`config.mk`:
```
export PLATFORM = sky130hd
export DESIGN_NAME = otci_front_flat
export DESIGN_NICKNAME = d
export VERILOG_FILES = /design/src/rtl/otci_pkg.sv /design/src/rtl/otci_if.sv /design/src/rtl/otci_front.sv /design/src/flat_wrapper.sv
export SDC_FILE = /design/constraint.sdc
export NUM_CORES = 2
export LEC_CHECK = 0
export BUFFER_PORTS_ARGS = -buffer_cell sky130_fd_sc_hd__buf_4
export CAP_MARGIN = 10
export CELL_PAD_IN_SITES_DETAIL_PLACEMENT = 1
export CELL_PAD_IN_SITES_GLOBAL_PLACEMENT = 1
export CORE_ASPECT_RATIO = 1.25
export CORE_MARGIN = 1.5
export CORE_UTILIZATION = 45
export CTS_CLUSTER_SIZE = 12
export DETAILED_ROUTE_END_ITERATION = 10
export PLACE_DENSITY = 0.72
export SLEW_MARGIN = 20
export SYNTH_ARGS = -nofsm -noshare
export SYNTH_HDL_FRONTEND = slang
export SYNTH_SLANG_ARGS = --single-unit
```
`constraint.sdc`:
```
create_clock -name clk -period 8.35 [get_ports clk]
set_clock_uncertainty 0.2 [all_clocks]
set_input_delay 0.835 -clock clk [delete_from_list [all_inputs] [get_ports clk]]
set_output_delay 0.835 -clock clk [all_outputs]
set_load 0.01 [all_outputs]
```
`src/rtl/otci_pkg.sv`:
```
// Package with shared types, codes and constants for the omega table interpolation unit.
`timescale 1ns / 1ps
`default_nettype none
package otci_pkg;

  localparam int unsigned CMD_W   = 1;
  localparam int unsigned IDX_W   = 6;
  localparam int unsigned Q_W     = 32;
  localparam int unsigned CFG_W   = 31;
  localparam int unsigned CFG_A_W = 2;
  localparam int unsigned STAT_W  = 2;

  localparam logic [CMD_W-1:0] CMD_LOAD = 1'b0;
  localparam logic [CMD_W-1:0] CMD_EVAL = 1'b1;

  localparam logic [CFG_A_W-1:0] REG_LOW_THRESHOLD = 2'd0;
  localparam logic [CFG_A_W-1:0] REG_LOW_OMEGA     = 2'd1;
  localparam logic [CFG_A_W-1:0] REG_LOW_SIGMA     = 2'd2;

  localparam logic [CFG_W-1:0] LOW_THRESHOLD_RST = 31'd50063;
  localparam logic [CFG_W-1:0] LOW_OMEGA_RST     = 31'd66257;
  localparam logic [CFG_W-1:0] LOW_SIGMA_RST     = 31'd53458;

  localparam logic signed [Q_W-1:0] Q_ONE = 32'sd65536;
  localparam logic signed [Q_W-1:0] Q_MAX = 32'sh7FFF_FFFF;
  localparam logic signed [Q_W-1:0] Q_MIN = 32'sh8000_0000;

  typedef enum logic [STAT_W-1:0] {
    ST_OK   = 2'd0,
    ST_DIV0 = 2'd1,
    ST_SAT  = 2'd2
  } status_t;

  // Region of the query found by the front end.
  typedef enum logic [1:0] {
    RG_EXTRAP = 2'd0,
    RG_LOW    = 2'd1,
    RG_CUBIC  = 2'd2,
    RG_NONE   = 2'd3
  } region_t;

  // Back-end sequencer operations.
  typedef enum logic [2:0] {
    OP_ADD = 3'd0,
    OP_SUB = 3'd1,
    OP_MUL = 3'd2,
    OP_DIV = 3'd3,
    OP_NOP = 3'd4
  } op_t;

  typedef enum logic [2:0] {
    FS_IDLE,
    FS_SCAN,
    FS_READ,
    FS_PUSH
  } fstate_t;

  typedef enum logic [1:0] {
    BS_IDLE,
    BS_RUN,
    BS_DIV,
    BS_OUT
  } bstate_t;

  typedef struct packed {
    region_t           region;
    logic signed [Q_W-1:0] q;
    logic signed [Q_W-1:0] sin_v;
    logic signed [Q_W-1:0] x0, x1, x2, x3;
    logic signed [Q_W-1:0] o0, o1, o2, o3;
    logic signed [Q_W-1:0] s0, s1, s2, s3;
  } job_t;

  typedef struct packed {
    logic signed [Q_W-1:0] omega;
    status_t               status;
  } res_t;

  function automatic logic signed [Q_W-1:0] sat64(input logic signed [65:0] v,
                                                   output logic sat);
    sat = 1'b0;
    if (v > 66'sh0_7FFF_FFFF) begin
      sat = 1'b1;
      return Q_MAX;
    end
    if (v < -66'sh0_8000_0000) begin
      sat = 1'b1;
      return Q_MIN;
    end
    return v[Q_W-1:0];
  endfunction

endpackage
`default_nettype wire

```
`src/rtl/otci_if.sv`:
```
// Valid/ready channel interfaces for items, results and configuration writes.
`timescale 1ns / 1ps
`default_nettype none
interface otci_in_if;
  import otci_pkg::*;
  logic                    valid;
  logic                    ready;
  logic [CMD_W-1:0]        command;
  logic [IDX_W-1:0]        entry_index;
  logic signed [Q_W-1:0]   node_ratio;
  logic signed [Q_W-1:0]   node_omega;
  logic signed [Q_W-1:0]   node_sigma;
  logic signed [Q_W-1:0]   shields_ratio;
  logic signed [Q_W-1:0]   sigma_in;
  modport source (output valid, command, entry_index, node_ratio, node_omega, node_sigma,
                  shields_ratio, sigma_in, input ready);
  modport sink (input valid, command, entry_index, node_ratio, node_omega, node_sigma,
                shields_ratio, sigma_in, output ready);
endinterface

`default_nettype wire

```
`src/rtl/otci_front.sv`:
```
// Front end: table storage, load handling, interval search and node fetch.
`timescale 1ns / 1ps
`default_nettype none
module otci_front #(
  parameter int unsigned TABLE_ENTRIES = 37
) (
  input  wire logic                         clk,
  input  wire logic                         rst,
  otci_in_if.sink                           in_ch,
  input  wire logic [otci_pkg::CFG_W-1:0]   low_threshold,
  output      otci_pkg::job_t               job,
  output      logic                         job_valid,
  input  wire logic                         job_ready
);
  import otci_pkg::*;

  localparam int unsigned AW = $clog2(TABLE_ENTRIES);

  logic signed [Q_W-1:0] ratio_mem [TABLE_ENTRIES];
  logic signed [Q_W-1:0] omega_mem [TABLE_ENTRIES];
  logic signed [Q_W-1:0] sigma_mem [TABLE_ENTRIES];

  fstate_t state, state_next;
  logic [AW-1:0] addr, addr_next;
  logic [2:0]    cnt, cnt_next;
  logic signed [Q_W-1:0] rd_r, rd_o, rd_s;
  logic signed [Q_W-1:0] prev_r;
  logic signed [Q_W-1:0] top_r;
  job_t jb, jb_next;
  logic in_fire;
  logic wr_en;
  logic [AW-1:0] rd_addr;

  assign in_fire = in_ch.valid && in_ch.ready;
  assign wr_en   = in_fire && in_ch.command == CMD_LOAD &&
                   {1'b0, in_ch.entry_index} < 7'(TABLE_ENTRIES);

  always_ff @(posedge clk) begin
    if (wr_en) begin
      ratio_mem[in_ch.entry_index[AW-1:0]] <= in_ch.node_ratio;
      omega_mem[in_ch.entry_index[AW-1:0]] <= in_ch.node_omega;
      sigma_mem[in_ch.entry_index[AW-1:0]] <= in_ch.node_sigma;
    end
    rd_r <= ratio_mem[rd_addr];
    rd_o <= omega_mem[rd_addr];
    rd_s <= sigma_mem[rd_addr];
  end

  always_ff @(posedge clk) begin
    if (rst) begin
      state <= FS_IDLE;
    end else begin
      state <= state_next;
    end
    addr  <= addr_next;
    cnt   <= cnt_next;
    jb    <= jb_next;
    prev_r <= (state == FS_SCAN && cnt != 3'd0) ? rd_r : prev_r;
  end

  assign top_r = rd_r;

  always_comb begin
    state_next  = state;
    addr_next   = addr;
    cnt_next    = cnt;
    jb_next     = jb;
    rd_addr     = addr;
    in_ch.ready = 1'b0;
    job_valid   = 1'b0;
    case (state)
      FS_IDLE: begin
        in_ch.ready = 1'b1;
        rd_addr     = AW'(TABLE_ENTRIES - 2);
        if (in_fire && in_ch.command == CMD_EVAL) begin
          jb_next.q     = in_ch.shields_ratio;
          jb_next.sin_v = in_ch.sigma_in;
          addr_next     = AW'(TABLE_ENTRIES - 2);
          cnt_next      = 3'd0;
          state_next    = FS_SCAN;
        end
      end
      FS_SCAN: begin
        // cnt 0: rd holds entry N-2; afterwards rd holds entry addr-1 walking up.
        if (cnt == 3'd0) begin
          if (jb.q > top_r) begin
            jb_next.region = RG_EXTRAP;
            addr_next  = AW'(TABLE_ENTRIES - 2);
            rd_addr    = AW'(TABLE_ENTRIES - 2);
            cnt_next   = 3'd0;
            state_next = FS_READ;
          end else if ($signed({jb.q[Q_W-1], jb.q}) <= $signed({2'b00, low_threshold})) begin
            jb_next.region = RG_LOW;
            state_next = FS_PUSH;
          end else begin
            rd_addr   = AW'(1);
            addr_next = AW'(2);
            cnt_next  = 3'd1;
          end
        end else if (cnt == 3'd1) begin
          rd_addr   = addr;
          addr_next = addr + AW'(1);
          cnt_next  = 3'd2;
        end else begin
          // prev_r is entry addr-2 (= i), rd_r is entry i+1.
          if (jb.q > prev_r && jb.q <= rd_r) begin
            jb_next.region = RG_CUBIC;
            addr_next  = addr - AW'(3);
            rd_addr    = addr - AW'(3);
            cnt_next   = 3'd0;
            state_next = FS_READ;
          end else if (addr - AW'(1) >= AW'(TABLE_ENTRIES - 2)) begin
            jb_next.region = RG_NONE;
            state_next = FS_PUSH;
          end else begin
            rd_addr   = addr;
            addr_next = addr + AW'(1);
          end
        end
      end
      FS_READ: begin
        // Entry addr arrives this cycle while the next entry is read.
        rd_addr = addr + AW'(1);
        case (cnt)
          3'd0: begin jb_next.x0 = rd_r; jb_next.o0 = rd_o; jb_next.s0 = rd_s; end
          3'd1: begin jb_next.x1 = rd_r; jb_next.o1 = rd_o; jb_next.s1 = rd_s; end
          3'd2: begin jb_next.x2 = rd_r; jb_next.o2 = rd_o; jb_next.s2 = rd_s; end
          default: begin jb_next.x3 = rd_r; jb_next.o3 = rd_o; jb_next.s3 = rd_s; end
        endcase
        addr_next = addr + AW'(1);
        cnt_next  = cnt + 3'd1;
        if ((jb.region == RG_CUBIC && cnt == 3'd3) ||
            (jb.region == RG_EXTRAP && cnt == 3'd1)) begin
          state_next = FS_PUSH;
        end
      end
      FS_PUSH: begin
        job_valid = 1'b1;
        if (job_ready) state_next = FS_IDLE;
      end
      default: state_next = FS_IDLE;
    endcase
  end

  assign job = jb;

`ifndef SYNTHESIS
  a_no_accept_busy: assert property (@(posedge clk) disable iff (rst)
    state != FS_IDLE |-> !in_ch.ready) else $error("front accepted while busy");
  a_push_hold: assert property (@(posedge clk) disable iff (rst)
    job_valid && !job_ready |=> job_valid) else $error("job dropped");
  a_scan_enter: assert property (@(posedge clk) disable iff (rst)
    in_fire && in_ch.command == CMD_EVAL |=> state == FS_SCAN) else $error("eval not scanned");
`endif
endmodule
`default_nettype wire

```
`src/flat_wrapper.sv`:
```
// flat-port wrapper written by rule: the top's interface ports become plain ports
module otci_front_flat import otci_pkg::*;
#(
  parameter int unsigned TABLE_ENTRIES = 37
)
  (clk, rst, low_threshold, job, job_valid, job_ready, in_ch_valid, in_ch_command, in_ch_entry_index, in_ch_node_ratio, in_ch_node_omega, in_ch_node_sigma, in_ch_shields_ratio, in_ch_sigma_in, in_ch_ready);
  otci_in_if in_ch_i ();
  input  wire logic clk;
  input  wire logic rst;
  input  wire logic [otci_pkg::CFG_W-1:0] low_threshold;
  output      otci_pkg::job_t job;
  output      logic job_valid;
  input  wire logic job_ready;
  input wire logic [$bits(in_ch_i.valid)-1:0] in_ch_valid;
  input wire logic [$bits(in_ch_i.command)-1:0] in_ch_command;
  input wire logic [$bits(in_ch_i.entry_index)-1:0] in_ch_entry_index;
  input wire logic [$bits(in_ch_i.node_ratio)-1:0] in_ch_node_ratio;
  input wire logic [$bits(in_ch_i.node_omega)-1:0] in_ch_node_omega;
  input wire logic [$bits(in_ch_i.node_sigma)-1:0] in_ch_node_sigma;
  input wire logic [$bits(in_ch_i.shields_ratio)-1:0] in_ch_shields_ratio;
  input wire logic [$bits(in_ch_i.sigma_in)-1:0] in_ch_sigma_in;
  output wire logic [$bits(in_ch_i.ready)-1:0] in_ch_ready;
  assign in_ch_i.valid = in_ch_valid;
  assign in_ch_i.command = in_ch_command;
  assign in_ch_i.entry_index = in_ch_entry_index;
  assign in_ch_i.node_ratio = in_ch_node_ratio;
  assign in_ch_i.node_omega = in_ch_node_omega;
  assign in_ch_i.node_sigma = in_ch_node_sigma;
  assign in_ch_i.shields_ratio = in_ch_shields_ratio;
  assign in_ch_i.sigma_in = in_ch_sigma_in;
  assign in_ch_ready = in_ch_i.ready;
  otci_front #(.TABLE_ENTRIES(TABLE_ENTRIES)) u_core (.clk(clk), .rst(rst), .in_ch(in_ch_i), .low_threshold(low_threshold), .job(job), .job_valid(job_valid), .job_ready(job_ready));
endmodule
```
==> flow_summary.ini <==
[critical_path]
crit_fanout = 34
path_common_cell = or4_4
r2r_start = u_core.rd_r[15]$_DFF_P_
rr_worst_depth = 15
crit_start = u_core.rd_r[15]$_DFF_P_
crit_required_ns = 8.97
crit_path_end = u_core.rd_r[1]$_DFF_P_
cp_data_arrival_time_ns = 7.50
critical_path_class = flip-flop to flip-flop
cp-end-kind = flip-flop
slowest_stage = and2_4
r2r_end = u_core.rd_r[1]$_DFF_P_
cpPeakStageDelay_ns = 0.81
rrSetupSlack_ns = 1.48
critPathLaunchType = flip-flop
crit_chain = inv_1, ha_1, nand4_1, or2_2, o22ai_1, o41ai_1, a21oi_2, or4_4, or4_4, nand2_4, and3_1, and2_4, buf_4, a21oi_1, nand3_1

[sta]
max_slew_margin_pct = 21.0
fin_crit_ns = 6.87
rsz0062_at_grt = no
fin_ws_ns = 1.48
worst_pin_slew_ns = 1.18
drv_slew = 0
hold_viol_final = 0
min_period_over_period_pct = 82.3
hold_ws_ns = 0.0714
setup_tns_ns = 0
setup_viol = 0
max_freq_mhz = 145

[route]
drtIter0Drc = 9786
vias = 77069
drc = 0
viasPerCell = 6.12
wl_per_cell_um = 34.8
ant_nets = 0
drt-total-wl_um = 438000
firstDrtPassIters = 5

[floorplanning]
rows = 239
die_width_um = 526
die_area_um2 = 345000
start_util_pct = 45.3
fp.coreArea_um2 = 339000
boundaryPins = 654
die_y_um = 656

[clocking]
cts_tree = built
clkTransAtPathRegs_ns = 0.06
cts_root_buf = clkbuf_16
insertion_delay_ns = 0.97
clkSinkCount = 4141
ctsHtreeMaxLevel = 5
cts_resized = 0
clockBufferDepth = 4
cts_made_buffers = 407

[pwr]
clkPwrFrac_pct = 27.7
switching_share_pct = 31.3
p_comb_share_pct = 33.2
power_switching_mw = 19.7
seqPwrFrac_pct = 39.1
irDropWorstVdd_mv = 0.374
p_leak_nw = 57.2
intPower_mw = 43.2
power_density_nw_per_um2 = 352

[worst_hold_path]
hp-class = input port to flip-flop
whs_path_depth = 1
min_from = in_ch_node_ratio[3]

[logic_synthesis]
synth_cell_types = 79
synthFlopType = edfxtp_1
ys_seq_area_share_pct = 80.3
yosys_register_bits = 4141
syn_inst = 6807
synth_edf_count = 4043
postSynthAreaPerCell_um2 = 22.6
syn_nets = 7115
yosys_warnings = 0
syn-cell-area_um2 = 154000
ys_async_sr_fraction_pct = 0

[global_routing]
grt_max_degree = 97
grt_pass1_vias = 80706
grt_pass1_wl_um = 616000
grt_overflow = 0
grt_use_total_pct = 25.1
antenna_found_initial = 39

[placement]
post-place-cells = 11780
io_buffers = 653
place_congestion = 0.783
dpl_cell_area_um2 = 165000
place_ws_ns = 1.05
place_hpwl_um = 229000

[final_layout]
layout.cells.non_filler = 12589
nets = 8105
design_area_um2 = 178000
synthToLayoutAreaGrowth_pct = 16.1
drive_gt1_share_pct = 28.0

[outcome]
status = finished clean

[job]
max_cap_viol_count = 0
==> sequential cells by signal (all words and copies together), names as in the netlist, 32 cells and up <==
signal	flops
u_core.rd_s	32
u_core.rd_r	32
u_core.ratio_mem	1184
u_core.job	450
u_core.rd_o	32
u_core.sigma_mem	1184
u_core.prev_r	32
u_core.omega_mem	1184
==> synth_stat cells (11+ instances only) <==
| cell type | n | area, um2 |
|---|---|---|
| edfxtp_1 | 4043 | 121000 |
| mux4_2 | 856 | 19300 |
| a21oi_1 | 246 | 1230 |
| nand2_1 | 237 | 890 |
| a22o_1 | 190 | 1660 |
| buf_2 | 156 | 781 |
| clkbuf_1 | 127 | 477 |
| inv_1 | 108 | 405 |
| nand3_1 | 108 | 541 |
| ha_1 | 106 | 1330 |
| a211oi_1 | 99 | 743 |
| a22oi_1 | 99 | 743 |
| dfxtp_1 | 98 | 1960 |
| nor2_1 | 67 | 251 |
| buf_4 | 24 | 180 |
| nand4_1 | 23 | 144 |
| o21ai_0 | 23 | 115 |
| mux2i_1 | 17 | 170 |
| nor2b_1 | 12 | 75.1 |
| buf_1 | 11 | 41.3 |
| nor3_1 | 11 | 55.1 |
==> through the flow <==
step / power [mW] / utilization, %
6_report: 62.8 / 52.6
5_1_grt: 65.2 / 52.6
4_1_cts: 63.4 / 52.5
3_5_place_dp: 46.1 / 48.7
3_3_place_gp: 45.5 / 48.7
2_1_floorplan: 39.4 / -
==> power groups by stage <==
stage	combinational [mW]	clock (mW)	sequential, mW
after floorplan	14.7	0	24.6
after global placement	20.6	0	25.0
after detailed placement	21.0	0	25.0
after CTS	21.2	17.6	24.6
after global routing	22.3	18.3	24.6
final	20.8	17.4	24.6
==> kinds of logic (layout without fill, tap and decap cells) <==
kind of cell,count (synthesis),in the layout,synth area share [%]
and+or+nand+nor,516,516,1.55
AOI/OAI and AO/OA,725,725,3.30
DFF,4141,4141,80.3
other,0,18,0
muxes,875,875,12.7
adders and majority gates,106,106,0.863
buffers and inverters,438,1744,1.31
xor gates and xnor gates,6,6,0.0342
==> placed cells by master, fill, tap and decap left out, types with 20 or more instances in the layout <==
cell type         n
a211oi_1         99
a21oi_1         245
a22o_1          189
a22oi_1          98
buf_12           72
buf_4           773
clkbuf_1        211
clkbuf_16       411
clkbuf_8         35
clkinv_1         20
dfxtp_1          98
dlygate4sd3_1    65
edfxtp_1       4043
ha_1            106
inv_1           108
mux4_2          856
nand2_1         237
nand3_1         108
nand4_1          23
nor2_1           28
nor2_4           39
o21ai_0          23
==> critical path, delay by kind of cell, from the launching register on <==
kind | cells | cell delay, ns
adders and majority gates | 1 | 0.33
AOI/OAI and AO/OA | 4 | 1.27
and+or+nand+nor | 8 | 3.38
buffers and inverters | 2 | 0.71
DFF | 1 | 0.72
==> cell type report <==
type	instances	area, um2
well taps	4458	5580
repair buffers	910	7900
clock buffers	657	11600
diodes	18	45.0
multi-input cells	2228	28700
flip-flops and latches	4141	123000
clock inverters	68	845
fillers	29323	161000
inverters	109	409
==> routing by layer <==
metal  share of wire [%]  global-route usage [%]  vias to the layer above
met3                 8.7                    4.59                      633
met1                  38                    33.4                    41596
met4                 2.6                    6.60                       22
met2                  51                    42.6                     4193
met5               0.030                       0                        -
li1                    -                       -                    30625
==> repair_timing <==
action,4_1_cts,5_1_grt
hold buffers,65,0
endpoints found under the hold margin,66,0
setup endpoints to repair,0,0
buffers inserted,0,0
==> how the worst min path moves through the flow <==
stage                                         to  slack (ns)
6_report       u_core.ratio_mem[15][3]$_DFFE_PP_        0.07
5_1_grt        u_core.ratio_mem[15][3]$_DFFE_PP_        0.05
4_1_cts        u_core.ratio_mem[15][3]$_DFFE_PP_       0.005
3_5_place_dp            u_core.job[55]$_DFFE_PP_        0.27
3_3_place_gp            u_core.job[55]$_DFFE_PP_        0.25
2_1_floorplan            u_core.job[0]$_DFFE_PP_        0.24
No activity file was read; power rests on OpenSTA's default activity.
