[config.mk]
export PLATFORM = sky130hd
export DESIGN_NAME = otci_queue
export DESIGN_NICKNAME = d
export VERILOG_FILES = /design/src/rtl/otci_pkg.sv /design/src/rtl/otci_queue.sv
export SDC_FILE = /design/constraint.sdc
export NUM_CORES = 1
export LEC_CHECK = 0
export BUFFER_PORTS_ARGS = -buffer_cell sky130_fd_sc_hd__buf_2
export CAP_MARGIN = 5
export CORE_AREA = 5 5 347 349
export CTS_BUF_LIST = sky130_fd_sc_hd__clkbuf_2 sky130_fd_sc_hd__clkbuf_4 sky130_fd_sc_hd__clkbuf_8
export CTS_CLUSTER_DIAMETER = 40
export CTS_CLUSTER_SIZE = 10
export DETAILED_ROUTE_END_ITERATION = 12
export DIE_AREA = 0 0 352 354
export PLACE_DENSITY = 0.57
export SLEW_MARGIN = 20
export SYNTH_ARGS = -nofsm -noshare
export SYNTH_HDL_FRONTEND = slang
export SYNTH_SLANG_ARGS = --single-unit
[constraint.sdc]
create_clock -name clk -period 38.8 [get_ports clk]
set_clock_uncertainty 0.15 [all_clocks]
set_input_delay 3.88 -clock clk [delete_from_list [all_inputs] [get_ports clk]]
set_output_delay 3.88 -clock clk [all_outputs]
set_load 0.02 [all_outputs]
[src/rtl/otci_pkg.sv]
// Package with shared types, codes and constants for the omega table interpolation unit.
`timescale 1ns / 1ps
`default_nettype none
package otci_pkg;

  localparam int unsigned CMD_W   = 1;
  localparam int unsigned IDX_W   = 6;
  localparam int unsigned Q_W     = 32;
  localparam int unsigned CFG_W   = 31;
  localparam int unsigned CFG_A_W = 2;
  localparam int unsigned STAT_W  = 2;

  localparam logic [CMD_W-1:0] CMD_LOAD = 1'b0;
  localparam logic [CMD_W-1:0] CMD_EVAL = 1'b1;

  localparam logic [CFG_A_W-1:0] REG_LOW_THRESHOLD = 2'd0;
  localparam logic [CFG_A_W-1:0] REG_LOW_OMEGA     = 2'd1;
  localparam logic [CFG_A_W-1:0] REG_LOW_SIGMA     = 2'd2;

  localparam logic [CFG_W-1:0] LOW_THRESHOLD_RST = 31'd50063;
  localparam logic [CFG_W-1:0] LOW_OMEGA_RST     = 31'd66257;
  localparam logic [CFG_W-1:0] LOW_SIGMA_RST     = 31'd53458;

  localparam logic signed [Q_W-1:0] Q_ONE = 32'sd65536;
  localparam logic signed [Q_W-1:0] Q_MAX = 32'sh7FFF_FFFF;
  localparam logic signed [Q_W-1:0] Q_MIN = 32'sh8000_0000;

  typedef enum logic [STAT_W-1:0] {
    ST_OK   = 2'd0,
    ST_DIV0 = 2'd1,
    ST_SAT  = 2'd2
  } status_t;

  // Region of the query found by the front end.
  typedef enum logic [1:0] {
    RG_EXTRAP = 2'd0,
    RG_LOW    = 2'd1,
    RG_CUBIC  = 2'd2,
    RG_NONE   = 2'd3
  } region_t;

  // Back-end sequencer operations.
  typedef enum logic [2:0] {
    OP_ADD = 3'd0,
    OP_SUB = 3'd1,
    OP_MUL = 3'd2,
    OP_DIV = 3'd3,
    OP_NOP = 3'd4
  } op_t;

  typedef enum logic [2:0] {
    FS_IDLE,
    FS_SCAN,
    FS_READ,
    FS_PUSH
  } fstate_t;

  typedef enum logic [1:0] {
    BS_IDLE,
    BS_RUN,
    BS_DIV,
    BS_OUT
  } bstate_t;

  typedef struct packed {
    region_t           region;
    logic signed [Q_W-1:0] q;
    logic signed [Q_W-1:0] sin_v;
    logic signed [Q_W-1:0] x0, x1, x2, x3;
    logic signed [Q_W-1:0] o0, o1, o2, o3;
    logic signed [Q_W-1:0] s0, s1, s2, s3;
  } job_t;

  typedef struct packed {
    logic signed [Q_W-1:0] omega;
    status_t               status;
  } res_t;

  function automatic logic signed [Q_W-1:0] sat64(input logic signed [65:0] v,
                                                   output logic sat);
    sat = 1'b0;
    if (v > 66'sh0_7FFF_FFFF) begin
      sat = 1'b1;
      return Q_MAX;
    end
    if (v < -66'sh0_8000_0000) begin
      sat = 1'b1;
      return Q_MIN;
    end
    return v[Q_W-1:0];
  endfunction

endpackage
`default_nettype wire

[src/rtl/otci_queue.sv]
// Two-entry queue between the front end and the arithmetic back end.
`timescale 1ns / 1ps
`default_nettype none
module otci_queue (
  input  wire logic     clk,
  input  wire logic     rst,
  input  wire otci_pkg::job_t in_job,
  input  wire logic     in_valid,
  output      logic     in_ready,
  output otci_pkg::job_t out_job,
  output      logic     out_valid,
  input  wire logic     out_ready
);
  import otci_pkg::*;

  job_t mem [2];
  logic wp, rp;
  logic [1:0] count;

  assign in_ready  = count != 2'd2;
  assign out_valid = count != 2'd0;
  assign out_job   = mem[rp];

  always_ff @(posedge clk) begin
    if (in_valid && in_ready) mem[wp] <= in_job;
    if (rst) begin
      wp <= 1'b0;
      rp <= 1'b0;
      count <= 2'd0;
    end else begin
      if (in_valid && in_ready) wp <= ~wp;
      if (out_valid && out_ready) rp <= ~rp;
      count <= count + 2'(in_valid && in_ready) - 2'(out_valid && out_ready);
    end
  end

`ifndef SYNTHESIS
  a_count_range: assert property (@(posedge clk) disable iff (rst)
    count != 2'd3) else $error("queue count overflow");
  a_full_stall: assert property (@(posedge clk) disable iff (rst)
    count == 2'd2 && !out_ready |=> count == 2'd2) else $error("queue lost entry");
  a_empty_ok: assert property (@(posedge clk) disable iff (rst)
    count == 2'd0 |-> !out_valid) else $error("valid from empty queue");
`endif
endmodule
`default_nettype wire

==> summary.md, run 1 <==
| Metric | Value |
|---|---|
| Outcome | complete, no violations |
| EDFF count, synth | 900 |
| Dpl hpwl | between 60 and 70 mm |
| Fill cell count | about 11,000 |
| Yosys cell types | 19 |
| Routed Antenna Nets | 0 |
| Hold Vio Cnt, Final | 0 |
| Drt total wl | 86.2 mm |
| Hold_ws | approximately 0.38 ns |
| GRT overflow | 0 |
| H-tree levels | 4 |
| Post-CTS sizing | 0 |
| WL/cell | about 21 um |
| FF/Latch Area | 27,100 um^2 |
| Max transition margin | 19.6% |
| Root buf cell | clkbuf_8 |
| Hold WC Path Type | flip-flop to flip-flop |
| Post-CTS setup buffers | 0 |
| Finished Cell Area | 43,100 um^2 |
| Max Cap Violations | 0 |
| Crit start category | flip-flop |
| Mapped Area | 34,400 um^2 |
| Die W | 352 um |
| Net Count, Synth | ~1,900 |
| Drt pass-1 iters | 5 |
| Power density over the cells | 66.4 nW/um^2 |
| # IOs | 906 |
| Row count | roughly 130 |
| Fin crit share | 25.3% |
| Layout cells sized above 1 | between 60% and 70% |
| CP Class | flip-flop to output port |
| Die Y | 354 um |
| Fin crit period | between 9 and 10 ns |
| Fmax | slightly above 100 MHz |
| Clk_lat worst skew | 0.75 ns |
| Worst-path clk slew | 0.06 ns |
| Cell taking the most area after synthesis | edfxtp_1 |
| RSZ-0062 raised after global routing | no |
| Worst Path Arrival | 5.79 ns |
| Crit path max fanout | 54 |
| FFs w/ async S/R, synth | 0% |
| Req. time, crit path | approximately 35 ns |
| Gr usage total | 13.2% |
| Sink Count | around 910 |
| Post-DR vias/cell | 4.24 |
| Max IR drop VDD | ~0.037 mV |
| Vias in the first global route | about 19,000 |
| Gp weighted congestion | 0.805 |
| Slew Viols, Final | 0 |
| Seq cells post-synth | between 900 and 1,000 |
| Power consumption | 2.86 mW |
| # hold bufs at CTS | 0 |
| Setup TNS | 0 ns |
| Initial Util | 29.4% |
| Post-Syn Instances | 1,424 |
| Leakage | about 17 nW |
| DP Area | ~40,000 um^2 |
| First-pass GRT wire length | between 100 and 150 mm |
| Initial DRC count | 977 |
| Mapped Avg Cell Area | 24.2 um^2 |
| Register area share after synthesis | between 70% and 80% |
| CTS Buf Count | 133 |
| Via count | about 17,000 |
| Buffers on Ports | slightly above 900 |
| Synth top area share | about four fifths |
| Die footprint | around 120,000 um^2 |
| Top post-synthesis cells by area | edfxtp_1, mux2_4, mux2_2 |
| Core Box Area | 117,000 um^2 |
| Pin count of the biggest net entering global routing | around 150 |
| Drc violations | 0 |
| Synth warn | 0 |
| Final Setup Violations | 0 |
| CTS tree | yes |
| CP Capture Type | output port |
| Dominant synthesized flop cell | edfxtp_1 |
| Multi-input logic area | 6710 um^2 |
| Area delta synth->final | 25.2% |
| Final #Nets | 2,888 |
| Initial antenna violation count | between 40 and 50 |
| Actual slew at the worst max-slew pin | ~1.2 ns |
| Clk buf depth | 3 |
| Top cells by count, synth | edfxtp_1, mux2_4, mux2_2 |
| Cell with the most instances after synthesis | edfxtp_1 |
layout by cell type, fill, tap and decap left out, types with 7 or more instances in the layout:
cell / n
mux2_4: 400
clkinv_1: 26
edfxtp_1: 900
diode_2: 19
clkbuf_4: 14
clkbuf_8: 136
buf_2: 905
buf_4: 14
inv_6: 8
clkinv_2: 18
bufinv_16: 7
clkinvlp_4: 8
mux2_2: 51
metal layers:
layer | global-route usage [%] | vias to the layer above | wire length (um)
met2 | 23.0 | 749 | 43600
met1 | 13.6 | 8552 | 30900
met4 | 5.58 | 38 | 2900
met3 | 6.30 | 194 | 8580
met5 | 0 | - | 241
li1 | - | 7745 | -
cell families (layout without fill, tap and decap cells):
group,after synthesis,count (layout),synth area share (%)
and+or+nand+nor,11,11,0.156
xor gates and xnor gates,3,3,0.0763
muxes,451,451,19.1
DFF,905,905,78.8
AOI/OAI and AO/OA,1,1,0.0218
other,0,19,0
adders and majority gates,2,2,0.0727
buffers and inverters,51,1148,1.75
flip-flops by register name, summed over array words and instances, names as in the netlist, named ones only:
signal  flops
rp          1
count       2
mem       900
wp          1
worst max-delay path, stage by stage (launching register included):
cell,delay [ns]
dfxtp_4,0.93
buf_4,0.84
buf_4,0.80
buf_4,0.91
buf_4,0.81
mux2_4,0.37
buf_2,0.16
final cells by class:
class,instances,share of cell area (%)
timing repair buffer,923,10.9
clock buffer,150,4.59
antenna,19,0.110
sequential,905,63.0
inverter,1,0.00871
tap,1536,4.46
multi-input combinational,468,15.6
clock inverter,74,1.38
report_power, final:
group	switching (mW)	internal, mW	total [mW]	leakage (nW)
Sequential	0.0381	1.23	1.27	8.45
Combinational	0.487	0.349	0.836	6.77
Clock	0.366	0.392	0.758	1.32
final timing paths:
path	cells after the start	slack, ns	endpoint	start
setup / recovery	6	28.98	out_job[282]	flip-flop
setup reg to reg	5	34.35	mem[1][236]	count[0]
hold / removal	2	0.38	flip-flop	rp
hold reg to reg	2	0.38	flip-flop	rp
per-stage QoR:
step	std cells	setup slack (ns)	util, %
3_3_place_gp	3832	29.79	34.5
5_1_grt	4066	28.59	36.8
6_report	4076	28.98	36.8
2_1_floorplan	1424	14.79	-
4_1_cts	4056	28.77	36.7
3_5_place_dp	3832	29.68	34.5
(Power assumes the default switching activity.)
==> run 2, diff against run 1 <==
PLACE_DENSITY = 0.59   (was 0.57)
clock period = 9 ns   (was 38.8 ns; I/O delays follow)
==> run 2 against run 1 <==
Critical path depth down 2. Via count rose by 8.3%. Sequential share of layout area down 5.1 points. Non-clock buffer count rose by 376. Final area is 8.8% higher. Routed wire length rose by 9.2%. Flip-flop and latch count unchanged. Utilization is 3.2 points higher. Critical path type unchanged. Largest cell class unchanged. Highest routed layer unchanged.
==> summary.md, run 2 (synthesized netlist as in run 1, its figures left out) <==
| Metric | Value |
|---|---|
| Outcome | complete, no violations |
| Power density over the cells | 266 nW/um^2 (+300%) |
| Area delta synth->final | 36.2% |
| Die W | 352 um (unchanged) |
| Fin crit period | between 4 and 5 ns |
| # hold bufs at CTS | 379 (+379) |
| Layout cells sized above 1 | 54.6% (-7.9 points) |
| Die footprint | 125,000 um^2 (unchanged) |
| Sequential share of power | 44.1% (-0.2 points) |
| Post-CTS sizing | 0 (unchanged) |
| Clock Power Share | 26.1% (-0.4 points) |
| Fin crit share | 52.5% |
| Final #Nets | 3,262 (+13%) |
| CP Capture Type | output port |
| Actual slew at the worst max-slew pin | 1.13 ns (-0.0745 ns) |
| # IOs | 906 (unchanged) |
| WL/cell | 21.2 um (+0.32%) |
| Gp weighted congestion | 0.798 (-0.83%) |
| Initial antenna violation count | 26 (-40%) |
| Worst-path clk slew | 0.06 ns (about the same) |
| Critical Path Max Stage Delay | 1.04 ns (+0.11 ns) |
| Gr usage total | 14.6% (+1.4 points) |
| H-tree levels | 4 (unchanged) |
| Worst-path cell chain | buf_12 > buf_12 > mux2_4 > buf_2 |
| Most frequent cells in the layout | buf_2, edfxtp_1, mux2_4 |
| First-pass GRT wire length | 134 mm (+9.6%) |
| Max stage delay cell, worst path | dfxtp_4 |
| Max Cap Violations | 0 (unchanged) |
| Initial Util | 29.4% (unchanged) |
| Post-DR vias/cell | 4.22 (-0.55%) |
| Max reg flops | 900 (unchanged) |
| Worst Path Arrival | 3.68 ns (-2.11 ns) |
| Setup TNS | 0 ns (unchanged) |
| Slew Viols, Final | 0 (unchanged) |
| Buffers on Ports | 905 (unchanged) |
| GRT overflow | 0 (unchanged) |
| Multi-input logic area | 6710 um^2 (unchanged) |
| Hold Vio Cnt, Final | 0 (unchanged) |
| Register with the most flip-flops | mem |
| CTS tree | yes |
| Initial DRC count | 1,074 (+9.9%) |
| CP Class | flip-flop to output port |
| Clk_lat worst skew | 0.80 ns (+0.05 ns) |
| Dpl ws | 5.08 ns (-24.59 ns) |
| Drt total wl | 94.2 mm (+9.2%) |
| Req. time, crit path | 7.95 ns (-26.82 ns) |
| Fmax | 212 MHz |
| Drt pass-1 iters | 5 (unchanged) |
| FF/Latch Area | 27,100 um^2 (unchanged) |
| Crit start category | flip-flop |
| Routed Antenna Nets | 0 (unchanged) |
| Post-CTS setup buffers | 0 (unchanged) |
| Root buf cell | clkbuf_8 |
| Fill cell count | 10,700 (-3.3%) |
| Hold WC Path Type | input port to flip-flop |
| Net Sw Power | 3.87 mW (+330%) |
| Sw frac | 31.0% (-0.14 points) |
| Drc violations | 0 (unchanged) |
| Row count | 126 (unchanged) |
| Setup WS post-layout | 4.27 ns (-24.71 ns) |
| Pin count of the biggest net entering global routing | 164 (+7.9%) |
| Sink Count | 905 (unchanged) |
| Gate power share | 29.8% (+0.6 points) |
| Via count | 18,700 (+8.3%) |
| Commonest non-fill, non-tap cell in the layout | buf_2 |
| RSZ-0062 raised after global routing | no |
| Max IR drop VDD | 0.174 mV (+370%) |
| Int Power | 8.61 mW (+340%) |
| Dpl hpwl | 67.7 mm (+9.6%) |
| Vias in the first global route | 20,300 (+7.3%) |
| CTS Buf Count | 131 (-1.5%) |
| Cell mode on critical path | buf_12 |
| Clk buf depth | 3 (unchanged) |
| Max transition margin | 24.6% (+5.0 points) |
| Crit path max fanout | 120 (+120%) |
| Die Y | 354 um (unchanged) |
| Biggest regs | mem: 900 flops, count: 2 flops |
| Final Setup Violations | 0 (unchanged) |
| Leakage | 18.1 nW (+9.6%) |
| Core Box Area | 117,000 um^2 (unchanged) |
==> run 2: cell type report <==
class,count,area share (%)
tap,1536,4.10
timing repair buffer,1299,18.2
sequential,905,57.8
clock buffer,157,4.33
inverter,1,0.00800
antenna,10,0.0534
multi-input combinational,468,14.3
clock inverter,63,1.14
==> run 2: critical path, delay by kind of cell, from the launching register on <==
kind	cells	cell delay, ns
DFF	1	1.04
muxes	1	0.36
buffers and inverters	3	1.14
==> run 2: power groups by stage <==
stage	registers, mW	logic [mW]	clock network [mW]
floorplan	5.62	2.62	0
global placement	5.59	3.61	0
detailed placement	5.60	3.61	0
CTS	5.51	3.77	3.39
global route	5.54	3.90	3.59
finish	5.51	3.72	3.26
==> run 2: per-stage QoR <==
| step | utilization (%) | cells | area (um^2) | hold WS [ns] | power [mW] |
|---|---|---|---|---|---|
| floorplan | - | 1424 | 34400 | 0.331 | 8.23 |
| global placement | 34.6 | 3830 | 40500 | 0.348 | 9.20 |
| detailed placement | 34.6 | 3830 | 40500 | 0.356 | 9.22 |
| CTS | 40.0 | 4429 | 46900 | 0.000161 | 12.7 |
| global route | 40.0 | 4430 | 46900 | 0.0406 | 13.0 |
| finish | 40.0 | 4439 | 46900 | 0.134 | 12.5 |
==> run 2: metal layers <==
layer,vias up,share of wire (%),GRT usage [%]
met1,9213,36,15.1
met2,774,52,26.0
li1,8485,-,-
met3,217,8.5,5.82
met5,-,0.18,0
met4,24,3.9,6.61
==> run 2: final timing paths <==
check | startpoint | end | slack, ns | depth (start not counted)
hold / removal | in_job[8] | mem[1][8] | 0.13 | 1
hold reg to reg | rp | rp | 0.37 | 2
setup reg to reg | count[0] | mem[1][50] | 5.70 | 4
setup / recovery | flip-flop | out_job[308] | 4.27 | 4
==> run 3, diff against run 2 <==
clock period = 3.82 ns   (was 9 ns; I/O delays follow)
==> run 3 against run 2 <==
Clock power rose by 140%. Flip-flop and latch count did not move. Final area rose by 2.9%. Via count rose by 2.8%. Routed wire length fell by 0.97%. Sequential power rose by 130%. Count of clock-buffer cells in the layout fell by 5. Critical endpoint is now out_job[19].
==> summary.md, run 3 (synthesized netlist as in run 1, its figures left out) <==
| Metric | Value |
|---|---|
| Finished Cell Area | 48,300 um^2 (+2.9%) |
| Slew Viols, Final | 0 (unchanged) |
| # IOs | 906 (unchanged) |
| Worst-path clk slew | 0.07 ns (about the same) |
| Drt pass-1 iters | 4 (-1) |
| Actual slew at the worst max-slew pin | 1.04 ns (-0.0905 ns) |
| Core Box Area | 117,000 um^2 (unchanged) |
| Final #Nets | 3,390 (+3.9%) |
| Gate power share | 30.8% (+1.0 points) |
| Die footprint | 125,000 um^2 (unchanged) |
| Vias in the first global route | 21,600 (+6.3%) |
| Row count | 126 (unchanged) |
| Initial DRC count | 830 (-23%) |
| HP Start | in_job[372] |
| Fmax | between 300 and 400 MHz |
| Power consumption | 29.8 mW (+140%) |
| Initial Util | 29.4% (unchanged) |
| Int Power | 20.5 mW (+140%) |
| Max IR drop VDD | 0.462 mV (+170%) |
| Clk buf depth | 3 (unchanged) |
| Req. time, crit path | 3.29 ns (-4.66 ns) |
| Worst Path Arrival | 2.66 ns (-1.02 ns) |
| Hold_ws | 0.153 ns (+0.0190 ns) |
| Drt total wl | 93.3 mm (-0.97%) |
| Sink Count | 905 (unchanged) |
| Gr usage total | 14.6% (-0.040 points) |
| Die W | 352 um (unchanged) |
| CTS Buf Count | 133 (+1.5%) |
| Layout cells sized above 1 | 53.0% (-1.6 points) |
| Max Cap Violations | 0 (unchanged) |
| Depth of the worst register-to-register path | 4 (unchanged) |
| Setup WS post-layout | 0.630 ns (-3.64 ns) |
| Sequential share of power | 43.1% (-1.0 points) |
| Worst R2R End | mem[1][327] |
| Sw frac | 31.2% (+0.21 points) |
| Clock Power Share | 26.1% (about the same) |
| Finished Layout Cells | 4,567 (+2.9%) |
| H-tree levels | 4 (unchanged) |
| Final Setup Violations | 0 (unchanged) |
| Outcome | complete, no violations |
| CP Class | flip-flop to output port |
| Reg2reg start | count[0] |
| CTS tree | yes |
| Post-DR vias/cell | 4.21 (about the same) |
| WL/cell | 20.4 um (-3.7%) |
| Most frequent cells in the layout | buf_2, edfxtp_1, dlygate4sd3_1 |
| Gp weighted congestion | 0.799 (about the same) |
| Register with the most flip-flops | mem |
| Crit start category | flip-flop |
| Fill cell count | 10,500 (-1.9%) |
| Max reg flops | 900 (unchanged) |
| Via count | 19,200 (+2.8%) |
| Dpl hpwl | 65.8 mm (-2.8%) |
| Clk_lat worst skew | 0.79 ns (about the same) |
| Buffers on Ports | 905 (unchanged) |
| Biggest regs | mem: 900 flops, count: 2 flops |
| Max transition margin | 30.6% (+6.0 points) |
| Initial antenna violation count | 27 (+3.8%) |
| Final core utilization | 41.2% (+1.2 points) |
| Setup TNS | 0 ns (unchanged) |
| Root buf cell | clkbuf_8 |
| Worst setup path end | out_job[19] |
| Drc violations | 0 (unchanged) |
| Area delta synth->final | 40.2% |
| RSZ-0062 raised after global routing | no |
| Power density over the cells | 617 nW/um^2 (+130%) |
| Dpl ws | 1.39 ns (-3.70 ns) |
| Leakage | 18.7 nW (+3.2%) |
| Cell Count Post-Placement | 3,854 (+0.63%) |
| DP Area | 40,800 um^2 (+0.76%) |
| Pin count of the biggest net entering global routing | 134 (-18%) |
| CP Capture Type | output port |
| GRT overflow | 0 (unchanged) |
| Hold Vio Cnt, Final | 0 (unchanged) |
| Net Sw Power | 9.29 mW (+140%) |
| Crit path max fanout | 38 (-68%) |
| Die Y | 354 um (unchanged) |
| Fin crit period | 3.19 ns |
| Routed Antenna Nets | 0 (unchanged) |
| Commonest non-fill, non-tap cell in the layout | buf_2 |
| Fin crit share | 83.5% |
| Hold WC Path Type | input port to flip-flop |
| First-pass GRT wire length | 137 mm (+1.8%) |
| Post-CTS setup buffers | 0 (unchanged) |
| R2R Setup Slk | 1.62 ns (-4.08 ns) |
[run 3: changes by cell type in the layout (fill, tap and decap cells not counted), sizes merged]
cell and delta:
dlygate4sd3 +102, buf +24, clkbuf -5, clkinv +3, diode +2, bufinv +1
clkinvlp +1
[run 3: worst min path at each step]
stage	endpoint	slack, ns	depth (start not counted)
finish	mem[0][372]	0.15	2
floorplan	count[0]	0.30	1
CTS	mem[1][151]	0.00009	2
detailed placement	rp	0.36	2
global placement	rp	0.35	2
global route	mem[1][311]	0.03	2
[run 3: layout make-up]
cell class                      instances  area, um^2  share of cell area [%]
Tap cell                             1536        1920                    3.98
Timing Repair Buffer                 1425        9860                    20.4
Multi-Input combinational cell        468        6720                    13.9
Sequential cell                       905       27100                    56.2
Antenna cell                           12        30.0                  0.0622
Inverter                                1        3.75                 0.00778
Clock inverter                         68         586                    1.21
Clock buffer                          152        2000                    4.15
[run 3: power by group through the flow]
stage | combinational [mW] | clock (mW) | sequential (mW)
after floorplan | 6.18 | 0 | 13.2
after global placement | 8.79 | 0 | 13.0
after detailed placement | 8.85 | 0 | 13.0
after CTS | 9.32 | 8.07 | 12.8
after global routing | 9.63 | 8.56 | 12.9
final | 9.18 | 7.77 | 12.8
[run 3: metal layers]
| metal | share of wire, % | GRT usage (%) | vias to the layer above |
|---|---|---|---|
| li1 | - | - | 8741 |
| met1 | 37 | 15.5 | 9451 |
| met2 | 51 | 25.6 | 818 |
| met3 | 8.4 | 5.56 | 207 |
| met4 | 4.0 | 6.75 | 20 |
| met5 | 0.14 | 0 | - |
[run 3: worst max-delay path, cell delays in order, from the launching register on]
cell and delay, ns:
dfxtp_4 0.69, buf_12 0.27, buf_12 0.28, mux2_2 0.38
buf_2 0.16
[run 3: repair_timing]
| action | CTS | global route |
|---|---|---|
| hold buffers | 481 | 0 |
| resized for setup | 0 | 0 |
| hold endpoints to repair | 965 | 0 |
